File: src/rtl/c8_pkg.sv
// Package for the CHIP-8 instruction core: beat structs, codes, state enum, font table.
// No dependencies.
package c8_pkg;

   typedef enum logic [1:0] {
      ACT_EXEC = 2'd0,
      ACT_LOAD = 2'd1,
      ACT_TICK = 2'd2,
      ACT_ROW  = 2'd3
   } action_type;

   typedef struct packed {
      action_type  action;
      logic [11:0] address;
      logic [7:0]  data;
      logic [7:0]  random_byte;
      logic [15:0] key_mask;
      logic [4:0]  pressed_key;
   } req_type;

   typedef struct packed {
      logic [11:0] program_counter;
      logic        draw_done;
      logic        sound_on;
      logic        bad_opcode;
      logic        key_wait;
      logic [63:0] row_pixels;
   } rsp_type;

   typedef enum logic [3:0] {
      ST_IDLE,
      ST_CLEAR,
      ST_FETCH_HI,
      ST_FETCH_LO,
      ST_DECODE,
      ST_DRAW_RD,
      ST_DRAW_WAIT,
      ST_DRAW_ROW,
      ST_MEM_LOOP,
      ST_MEM_WAIT,
      ST_BCD,
      ST_DONE
   } state_type;

   // controller to datapath
   typedef enum logic [3:0] {
      CMD_NONE,
      CMD_LATCH,
      CMD_CLEAR_MEM,
      CMD_FETCH_HI,
      CMD_FETCH_LO,
      CMD_EXEC,
      CMD_DRAW_RD,
      CMD_DRAW_ROW,
      CMD_MEM_STEP,
      CMD_LOAD_STEP,
      CMD_BCD_STEP,
      CMD_RESPOND
   } cmd_type;

   typedef struct packed {
      cmd_type    cmd;
      logic [3:0] count;
   } ctl_type;

   typedef enum logic [2:0] {
      CL_SIMPLE,
      CL_DRAW,
      CL_SAVE,
      CL_LOAD,
      CL_BCD
   } class_type;

   typedef struct packed {
      class_type  cls;
      logic [3:0] last;
      logic       clear_done;
   } sts_type;

   localparam logic [7:0] HEX_FONT [80] = '{
      8'hF0, 8'h90, 8'h90, 8'h90, 8'hF0, 8'h20, 8'h60, 8'h20, 8'h20, 8'h70,
      8'hF0, 8'h10, 8'hF0, 8'h80, 8'hF0, 8'hF0, 8'h10, 8'hF0, 8'h10, 8'hF0,
      8'h90, 8'h90, 8'hF0, 8'h10, 8'h10, 8'hF0, 8'h80, 8'hF0, 8'h10, 8'hF0,
      8'hF0, 8'h80, 8'hF0, 8'h90, 8'hF0, 8'hF0, 8'h10, 8'h20, 8'h40, 8'h40,
      8'hF0, 8'h90, 8'hF0, 8'h90, 8'hF0, 8'hF0, 8'h90, 8'hF0, 8'h10, 8'hF0,
      8'hF0, 8'h90, 8'hF0, 8'h90, 8'h90, 8'hE0, 8'h90, 8'hE0, 8'h90, 8'hE0,
      8'hF0, 8'h80, 8'h80, 8'h80, 8'hF0, 8'hE0, 8'h90, 8'h90, 8'h90, 8'hE0,
      8'hF0, 8'h80, 8'hF0, 8'h80, 8'hF0, 8'hF0, 8'h80, 8'hF0, 8'h80, 8'h80
   };

endpackage

File: src/rtl/c8_ctrl.sv
// Sequencer of the CHIP-8 core: clearing pass, fetch, decode, draw and memory loops.
// Depends on c8_pkg.
module c8_ctrl (
   input  logic            clock,
   input  logic            reset,
   input  logic            start,
   input  c8_pkg::action_type action,
   input  c8_pkg::sts_type sts,
   output logic            busy,
   output c8_pkg::ctl_type ctl
);
   import c8_pkg::*;

   state_type  state_ff, state_in;
   logic [3:0] cnt_ff, cnt_in;

   always_ff @(posedge clock) begin
      if (reset) begin
         state_ff <= ST_CLEAR;
         cnt_ff   <= '0;
      end else begin
         state_ff <= state_in;
         cnt_ff   <= cnt_in;
      end
   end

   always_comb begin
      state_in = state_ff;
      cnt_in   = cnt_ff;
      unique case (state_ff)
         ST_IDLE:
            if (start) begin
               cnt_in = '0;
               if (action == ACT_EXEC) state_in = ST_FETCH_HI;
               else state_in = ST_DONE;
            end
         ST_CLEAR:     if (sts.clear_done) state_in = ST_IDLE;
         ST_FETCH_HI:  state_in = ST_FETCH_LO;
         ST_FETCH_LO:  state_in = ST_DECODE;
         ST_DECODE: begin
            cnt_in = '0;
            unique case (sts.cls)
               CL_SIMPLE: state_in = ST_DONE;
               CL_DRAW:   state_in = (sts.last == 4'd0) ? ST_DONE : ST_DRAW_RD;
               CL_SAVE:   state_in = ST_MEM_LOOP;
               CL_LOAD:   state_in = ST_MEM_LOOP;
               CL_BCD:    state_in = ST_BCD;
               default:   state_in = ST_DONE;
            endcase
         end
         ST_DRAW_RD:   state_in = ST_DRAW_WAIT;
         ST_DRAW_WAIT: state_in = ST_DRAW_ROW;
         ST_DRAW_ROW: begin
            cnt_in = cnt_ff + 4'd1;
            state_in = (cnt_ff + 4'd1 == sts.last) ? ST_DONE : ST_DRAW_RD;
         end
         ST_MEM_LOOP: begin
            if (sts.cls == CL_LOAD) state_in = ST_MEM_WAIT;
            else begin
               cnt_in = cnt_ff + 4'd1;
               if (cnt_ff == sts.last) state_in = ST_DONE;
            end
         end
         ST_MEM_WAIT: begin
            cnt_in = cnt_ff + 4'd1;
            state_in = (cnt_ff == sts.last) ? ST_DONE : ST_MEM_LOOP;
         end
         ST_BCD: begin
            cnt_in = cnt_ff + 4'd1;
            if (cnt_ff == 4'd2) state_in = ST_DONE;
         end
         ST_DONE:      state_in = ST_IDLE;
         default:      state_in = ST_IDLE;
      endcase
   end

   always_comb begin
      busy      = (state_ff != ST_IDLE);
      ctl.count = cnt_ff;
      ctl.cmd   = CMD_NONE;
      unique case (state_ff)
         ST_IDLE:      if (start) ctl.cmd = CMD_LATCH;
         ST_CLEAR:     ctl.cmd = CMD_CLEAR_MEM;
         ST_FETCH_HI:  ctl.cmd = CMD_FETCH_HI;
         ST_FETCH_LO:  ctl.cmd = CMD_FETCH_LO;
         ST_DECODE:    ctl.cmd = CMD_EXEC;
         ST_DRAW_RD:   ctl.cmd = CMD_DRAW_RD;
         // hold the sprite address so the row byte is still there next cycle
         ST_DRAW_WAIT: ctl.cmd = CMD_DRAW_RD;
         ST_DRAW_ROW:  ctl.cmd = CMD_DRAW_ROW;
         ST_MEM_LOOP:  ctl.cmd = CMD_MEM_STEP;
         ST_MEM_WAIT:  ctl.cmd = CMD_LOAD_STEP;
         ST_BCD:       ctl.cmd = CMD_BCD_STEP;
         ST_DONE:      ctl.cmd = CMD_RESPOND;
         default:      ctl.cmd = CMD_NONE;
      endcase
   end
endmodule

File: config.mk
export PLATFORM = sky130hd
export DESIGN_NAME = c8_ctrl
export DESIGN_NICKNAME = d
export VERILOG_FILES = /design/src/rtl/c8_pkg.sv /design/src/rtl/c8_ctrl.sv
export SDC_FILE = /design/constraint.sdc
export NUM_CORES = 1
export LEC_CHECK = 0
export BUFFER_PORTS_ARGS = -buffer_cell sky130_fd_sc_hd__buf_2
export CAP_MARGIN = 30
export CORE_UTILIZATION = 46
export CTS_BUF_LIST = sky130_fd_sc_hd__clkbuf_8 sky130_fd_sc_hd__clkbuf_16
export DETAILED_ROUTE_END_ITERATION = 6
export MAX_ROUTING_LAYER = met4
export PLACE_DENSITY = 0.85
export SYNTH_ARGS = -nofsm -noshare
export SYNTH_HDL_FRONTEND = slang
export SYNTH_SLANG_ARGS = --single-unit
File: constraint.sdc
create_clock -name clock -period 1.6 [get_ports clock]
set_clock_uncertainty 0.2 [all_clocks]
set_input_delay 0.32 -clock clock [delete_from_list [all_inputs] [get_ports clock]]
set_output_delay 0.32 -clock clock [all_outputs]
set_load 0.01 [all_outputs]
==> impl_metrics.toml, run 1 <==
[outcome]
status = "finished with violations"
violations = "negative setup slack"

[timing]
maxSlewHeadroom_pct = 73.7
fin_tns_setup_ps = -2040
period_minus_slack_ps = 1930
finalWorstSetupSlack_ps = -326
finalMaxSlewViolations = 0
finalHoldViolCount = 0
rsz0062_at_grt = "yes"
tightest_slew_ps = 391
fin_crit_sh_pct = 120
max_freq_mhz = 519
setup_viol = 11

[pwr]
pwr_density_cell_nw_per_um2 = 590
ir_drop_uv = 807
power.leakage_uw = 0.000633

[cts]
clk_latency_ps = 240
clock-sinks = 8
path_clk_slew_ps = 50
cts_tree = "built"
h-tree-depth = 1
numCtsBuffers = 3
cts_buffer_depth = 2
cts_hold_buf = 0
clockRootBuffer = "clkbuf_8"

[final_layout]
num-fill-cells = 45
layout-drive-gt1-share_pct = 62.0
syn_to_final_growth_pct = 83.0
final_common_cell = "buf_4"
layoutNonFillerInstCount = 190
n_antenna_cell = 0
layout_common_cells = "buf_4, buf_2, nand2_1, buf_6, nor2_1"
nets = 182

[hold_path]
hold_start = "reset"
hold_class = "in2reg"

[yosys]
yosys_warnings = 0
synth_nets = 126
synth_cell_types = 49
yosysSeqAreaShare_pct = 19.5
ys_seq_elements = 8
synth_cells = 111
async_flop_share_pct = 0
netlist_area_um2 = 823
synth_flop_cell = "dfxtp_1"
synth_edf_count = 0
avgSynthCellArea_um2 = 7.42

[setup_path]
critPathLaunch = "state_ff[2]"
start_kind = "flop"
cp.arrival_ps = 1410
reg2reg_from = "state_ff[1]"
critPathMaxFanout = 9
endpoint_kind = "primary output"
crit_type = "reg2out"
required_ps = 1080

[grt]
grt_pass1_vias = 1060
grt_first_pass_wirelength_mm = 4.53
met2_usage_pct = 58.8
grt_max_degree = 10
grt.met3_usage_pct = 7.35
gr-total-overflow = 0
grt_usage_pct = 32.0
grt-busiest-layer = "met2"
met1_usage_pct = 31.9
antenna_found_initial = 0

[route]
wl_mm = 3.79
wl_per_cell_um = 19.9
drc_errors = 0
first_pass_iters = 5
vias = 1262
drt_iter0_drc = 100
viasPerCell = 6.64
ant_nets = 0

[floorplan]
initial_core_util_pct = 51.6
ios = 22
dieHeight_um = 44.3
die_area_um2 = 1960
core_um2 = 1590
rows = 14
die_x_um = 44.3

[placed_design]
dp_cells = 178
dp_hpwl_mm = 2.04
place.gp.congestion = 0.904
io_buffers = 21

[job]
cap_violations = 0
## stage by stage
stage	setup WS (ps)	hold WS (ps)	utilization, %	total power, uW	instance area [um2]
after floorplan	-58.7	183	-	378	857
after global placement	-191	299	73.4	493	1170
after detailed placement	-211	295	73.4	502	1170
after CTS	-161	150	81.1	774	1290
after global routing	-359	175	94.5	922	1510
final	-326	172	94.5	889	1510
## area by class of cell
| class | instances | area (um2) | area share, % |
|---|---|---|---|
| Multi-Input combinational cell | 92 | 820 | 54.4 |
| Timing Repair Buffer | 57 | 412 | 27.3 |
| Sequential cell | 8 | 179 | 11.9 |
| Clock buffer | 3 | 41.3 | 2.74 |
| Tap cell | 24 | 30.0 | 1.99 |
| Inverter | 5 | 21.3 | 1.41 |
| Clock inverter | 1 | 3.75 | 0.249 |
## flip-flops by register name, summed over array words and instances (netlist names)
register,count
cnt_ff,4
state_ff,4
## worst max-delay path: stages, from the launching register on
cell,delay [ps]
dfxtp_2,350
buf_4,180
nor3_2,180
a31oi_1,80
o21ai_1,210
buf_2,170
## Yosys cell counts (all sizes together) (2+ instances only)
master  number  area (um2)
nand2b       8        57.6
a211oi       2        15.0
o21ai        8        43.8
nand4        2        12.5
or3          2        17.5
a21oi        6        33.8
nor2        10        37.5
nor2b        2        12.5
inv          5        18.8
nor3         3        15.0
a31oi        2        12.5
nand3        2        10.0
nand2        9        33.8
dfxtp        8         160
clkbuf       2        7.51
ha           2        25.0
xnor2        6        52.6
nor4         2        12.5
buf          4        22.5
nand3b       4        30.0
## logic make-up (layout without fill, tap and decap cells)
| group | Yosys count | in the layout | share of synthesized area [%] |
|---|---|---|---|
| AND/OR/NAND/NOR | 48 | 48 | 33.1 |
| multiplexers | 1 | 1 | 1.22 |
| XOR/XNOR | 7 | 7 | 7.45 |
| AO/OA/AOI/OAI | 34 | 34 | 29.8 |
| buffers and inverters | 11 | 66 | 5.93 |
| flip-flops | 8 | 8 | 19.5 |
| adder cells (fa/ha/maj) | 2 | 2 | 3.04 |
## metal layers
layer / wire length, um / part of all wire (%) / vias up
met5: 0 / 0 / -
li1: - / - / 532
met3: 403 / 11 / 44
met2: 1790 / 47 / 122
met4: 278 / 7.3 / 0
met1: 1320 / 35 / 564
## power breakdown
group          switching, uW  internal [uW]
Sequential              21.3            207
Clock                   95.7            168
Combinational            199            198
Total                    316            572
## timing repair
item                                    in CTS  in global routing
setup buffers                                1                  7
endpoints found under the setup margin      13                 13
resized for setup                           24                 27
pin swaps                                    6                 18
## worst paths after layout
kind	end	slack (ps)	depth (start not counted)
setup / recovery	ctl[4]	-330	5
hold reg to reg	cnt_ff[2]	350	2
hold / removal	cnt_ff[0]	170	2
setup reg to reg	state_ff[1]	-220	7
No activity file was read; power rests on OpenSTA's default activity.
==> run 2: changes to the inputs <==
ABC_AREA = 1   (was default)
SKIP_LAST_GASP = 1   (was default)
==> impl_metrics.toml, run 2 <==
[placed_design]
place.gp.congestion = 0.968
dp_hpwl_mm = 1.99
io_buffers = 21
dp_cells = 203
pre_cts_ws_ps = -37.9

[setup_path]
critPathLaunch = "state_ff[3]"
cp.arrival_ps = 1220
reg2reg_from = "state_ff[3]"
critPathMaxFanout = 5
r2r_setup_slack_ps = -60
endpoint_kind = "primary output"
crit_type = "reg2out"
required_ps = 1080
r2r-end = "state_ff[0]"
start_kind = "flop"
reg2regPathDepth = 8

[cts]
h-tree-depth = 1
clockRootBuffer = "clkbuf_8"
cts_tree = "built"
cts_hold_buf = 0
path_clk_slew_ps = 40
numCtsBuffers = 3
clk_latency_ps = 230
cts_buffer_depth = 2
clock-sinks = 8

[timing]
period_minus_slack_ps = 1740
tightest_slew_ps = 301
rsz0062_at_grt = "yes"
finalHoldViolCount = 0
finalWorstSetupSlack_ps = -141
fin_crit_sh_pct = 109
setup_viol = 9
finalMaxSlewViolations = 0
max_freq_mhz = 574
maxSlewHeadroom_pct = 79.7

[pwr]
fin_total_pwr_uw = 2290
pwr_density_cell_nw_per_um2 = 1790
power.leakage_uw = 0.000645
ir_drop_uv = 985

[final_layout]
layoutNonFillerInstCount = 218
n_antenna_cell = 0
final_common_cell = "nand2_1"
utilization_pct = 74.9
reg_top3 = "cnt_ff: 4 flops, state_ff: 4 flops"
layout-drive-gt1-share_pct = 44.6
syn_to_final_growth_pct = 52.7
layout_common_cells = "nand2_1, buf_2, buf_4"
nets = 210

[grt]
grt_pass1_vias = 1014
grt_first_pass_wirelength_mm = 4.19
gr-total-overflow = 0
grt_usage_pct = 29.5
antenna_found_initial = 0
grt_max_degree = 8

[yosys]
netlist_area_um2 = 838
yosysMostFrequentCell = "nand2_1"
avgSynthCellArea_um2 = 5.66
ys_seq_elements = 8
synth_top_area_cell = "nand2_1"
synth.area.top_cells = "nand2_1, dfxtp_1, nand3_1"
yosysSeqAreaShare_pct = 19.1
synth_nets = 163
async_flop_share_pct = 0
synth_top_area_share_pct = 19.3
synth_flop_cell = "dfxtp_1"
synth_cells = 148
synthTopCellsByCount = "nand2_1, inv_1, nor2_1, nand3_1, dfxtp_1"
synth_cell_types = 23
synth_edf_count = 0
yosys_warnings = 0

[route]
drc_errors = 0
vias = 1211
wl_per_cell_um = 13.5
viasPerCell = 5.56
first_pass_iters = 4
ant_nets = 0
drt_iter0_drc = 86
wl_mm = 2.94

[job]
cap_violations = 0

[floorplan]
initial_core_util_pct = 49.1
die_x_um = 44.7
dieHeight_um = 44.7
rows = 15
ios = 22
core_um2 = 1710
die_area_um2 = 2000

[hold_path]
holdPathStages = 2
hold_start = "reset"
hold_class = "in2reg"
min_to = "state_ff[1]"

[outcome]
violations = "negative setup slack"
status = "finished with violations"
run 2: cell types whose count changed after synthesis, sizes merged, moves of 4 or more:
cell and change:
a21oi +4, nand2b -8, inv +19, nand3b -4, nand2 +36, nand3 +14
nor2 +14, buf -4, xnor2 -6
run 2: area by class of cell:
cell class,count,area [um2]
multi-input cells,116,651
fillers,122,428
repair buffers,42,285
flip-flops and latches,8,179
inverters,24,92.6
clock buffers,3,41.3
well taps,25,31.3
run 2: cells by family after synthesis:
kind of cell | Yosys count | share of synthesized area, %
DFF | 8 | 19.1
AOI/OAI and AO/OA | 25 | 19.1
buffers and inverters | 24 | 10.7
and+or+nand+nor | 89 | 48.1
adders and majority gates | 2 | 2.98
run 2: worst max-delay path by stage:
stage	endpoint	slack, ps
4_1_cts	ctl[4]	-140
2_1_floorplan	state_ff[1]	20
3_5_place_dp	ctl[4]	-40
6_report	ctl[4]	-140
5_1_grt	ctl[5]	-160
3_3_place_gp	ctl[4]	20
run 2: metal layers:
metal	wire [um]	track usage [%]	share of wire, %	vias up
met1	1100	32.9	37	545
met4	74	9.70	2.5	0
met3	290	10.4	9.9	17
met5	0	-	0	-
met2	1470	49.1	50	74
li1	-	-	-	575
run 2: timing repair:
action,CTS,global route
setup endpoints to repair,9,12
pin swaps,8,7
gates resized for setup,16,15
buffers inserted,8,4
run 2: where the power goes:
part | internal (uW) | total, uW | switching (uW)
Combinational | 722 | 1610 | 890
Clock | 164 | 250 | 86.0
Sequential | 295 | 429 | 135
run 2: worst max-delay path: stages (launching register included):
cell and delay, ps:
dfxtp_4 400, inv_4 50, nand2_4 100, nor2_4 60, nor2_2 130, o221ai_2 110
buf_2 150
run 2: stage by stage:
stage | cell area (um2) | setup TNS, ps | hold slack (ps)
finish | 1280 | -486 | 151
global route | 1280 | -1090 | 144
CTS | 1200 | -271 | 146
detailed placement | 1060 | -78.3 | 346
global placement | 1060 | 0 | 325
floorplan | 853 | 0 | 179
==> run 3: changes to the inputs <==
CTS_CLUSTER_SIZE = 25   (was default)
SETUP_SLACK_MARGIN = 0.1   (was default)
==> impl_metrics.toml, run 3 (synthesis results as in run 2) <==
[setup_path]
required_ps = 1080
start_kind = "flop"
endpoint_kind = "primary output"
cp.arrival_ps = 1300
critPathMaxFanout = 5
crit_type = "reg2out"

[route]
wl_mm = 4.18
wl_per_cell_um = 18.5
ant_nets = 0
vias = 1387
drc_errors = 2
viasPerCell = 6.14
drt_iter0_drc = 131
first_pass_iters = 7

[outcome]
status = "finished with violations"
violations = "design-rule violations, negative setup slack"

[final_layout]
final_common_cell = "nand2_1"
layout_common_cells = "nand2_1, buf_4, buf_2"
layoutNonFillerInstCount = 226
n_antenna_cell = 0
reg_top3 = "cnt_ff: 4 flops, state_ff: 4 flops"
syn_to_final_growth_pct = 75.8
layout-drive-gt1-share_pct = 54.7
nets = 217

[cts]
path_clk_slew_ps = 50
cts_hold_buf = 0
clk_latency_ps = 230
cts_buffer_depth = 2
h-tree-depth = 1
numCtsBuffers = 3
clockRootBuffer = "clkbuf_8"
cts_tree = "built"
clock-sinks = 8

[grt]
grt_first_pass_wirelength_mm = 4.94
antenna_found_initial = 0
grt_pass1_vias = 1075
grt_max_degree = 8
gr-total-overflow = 0
grt_usage_pct = 34.8

[pwr]
fin_total_pwr_uw = 2810
power.leakage_uw = 0.000705
ir_drop_uv = 1140
pwr_density_cell_nw_per_um2 = 1910

[hold_path]
hold_class = "in2reg"

[timing]
period_minus_slack_ps = 1820
maxSlewHeadroom_pct = 75.4
max_freq_mhz = 550
finalWorstSetupSlack_ps = -220
rsz0062_at_grt = "yes"
tightest_slew_ps = 365
finalHoldViolCount = 0
fin_crit_sh_pct = 114
setup_viol = 11
whs_ps = 167
finalMaxSlewViolations = 0

[floorplan]
dieHeight_um = 44.7
rows = 15
core_um2 = 1710
initial_core_util_pct = 49.1
die_x_um = 44.7
ios = 22
die_area_um2 = 2000

[placed_design]
dp_hpwl_mm = 1.93
io_buffers = 21
dp_cells = 199
place.gp.congestion = 0.967

[job]
cap_violations = 0
==> run 3: cell types whose count changed in the layout (fill, tap and decap cells not counted), moves of 2 or more <==
cell,delta
nand3_2,+3
buf_6,+3
nand2_2,+2
buf_4,+4
nor2_1,-4
dfxtp_4,+2
nand3_1,-3
o21ai_2,+2
o21ai_1,-2
nor2_4,+4
a21oi_4,+2
nand2_1,-3
==> run 3: repair_timing <==
item	4_1_cts	5_1_grt
buffers inserted	10	14
endpoints found under the setup margin	13	13
resized for setup	28	36
pin swaps	11	27
==> run 3: report_power, final <==
part           internal (uW)  switching, uW
Combinational            930           1170
Sequential               298            148
Clock                    168           98.0
==> run 3: layer usage <==
layer | vias up | global-route usage (%) | share of wire, %
li1 | 587 | - | -
met1 | 610 | 42.8 | 33
met2 | 140 | 57.9 | 47
met3 | 50 | 2.80 | 11
met4 | 0 | 15.8 | 8.5
met5 | - | - | 0
==> run 3: metrics by stage <==
| step | area [um2] | TNS (ps) | worst slack [ps] | utilization [%] |
|---|---|---|---|---|
| after detailed placement | 1030 | -278 | -177 | 60.4 |
| after floorplan | 858 | 0 | 73.2 | - |
| final | 1470 | -1170 | -220 | 86.3 |
| after CTS | 1230 | -484 | -132 | 71.9 |
| after global placement | 1030 | -119 | -85.5 | 60.4 |
| after global routing | 1470 | -1730 | -278 | 86.3 |
==> run 3: final cells by class <==
| cell class | count | area [um2] |
|---|---|---|
| Clock buffer | 3 | 41.3 |
| Fill cell | 88 | 234 |
| Multi-Input combinational cell | 116 | 766 |
| Inverter | 24 | 97.6 |
| Sequential cell | 8 | 185 |
| Timing Repair Buffer | 49 | 349 |
| Tap cell | 25 | 31.3 |
| Clock inverter | 1 | 3.75 |
==> run 3: path summary, 6_finish.rpt <==
check	from	to	slack, ps	depth (start not counted)
worst max-delay path	state_ff[0]	ctl[4]	-220	4
worst min-delay path	reset	cnt_ff[1]	170	2
worst max register to register	cnt_ff[0]	state_ff[3]	-200	10
worst min register to register	cnt_ff[2]	cnt_ff[2]	330	2
==> run 3: critical path: stages (launching register included) <==
cell and delay (ps):
dfxtp_4 370, inv_1 200, nand2_1 160, o221ai_2 170
buf_2 160
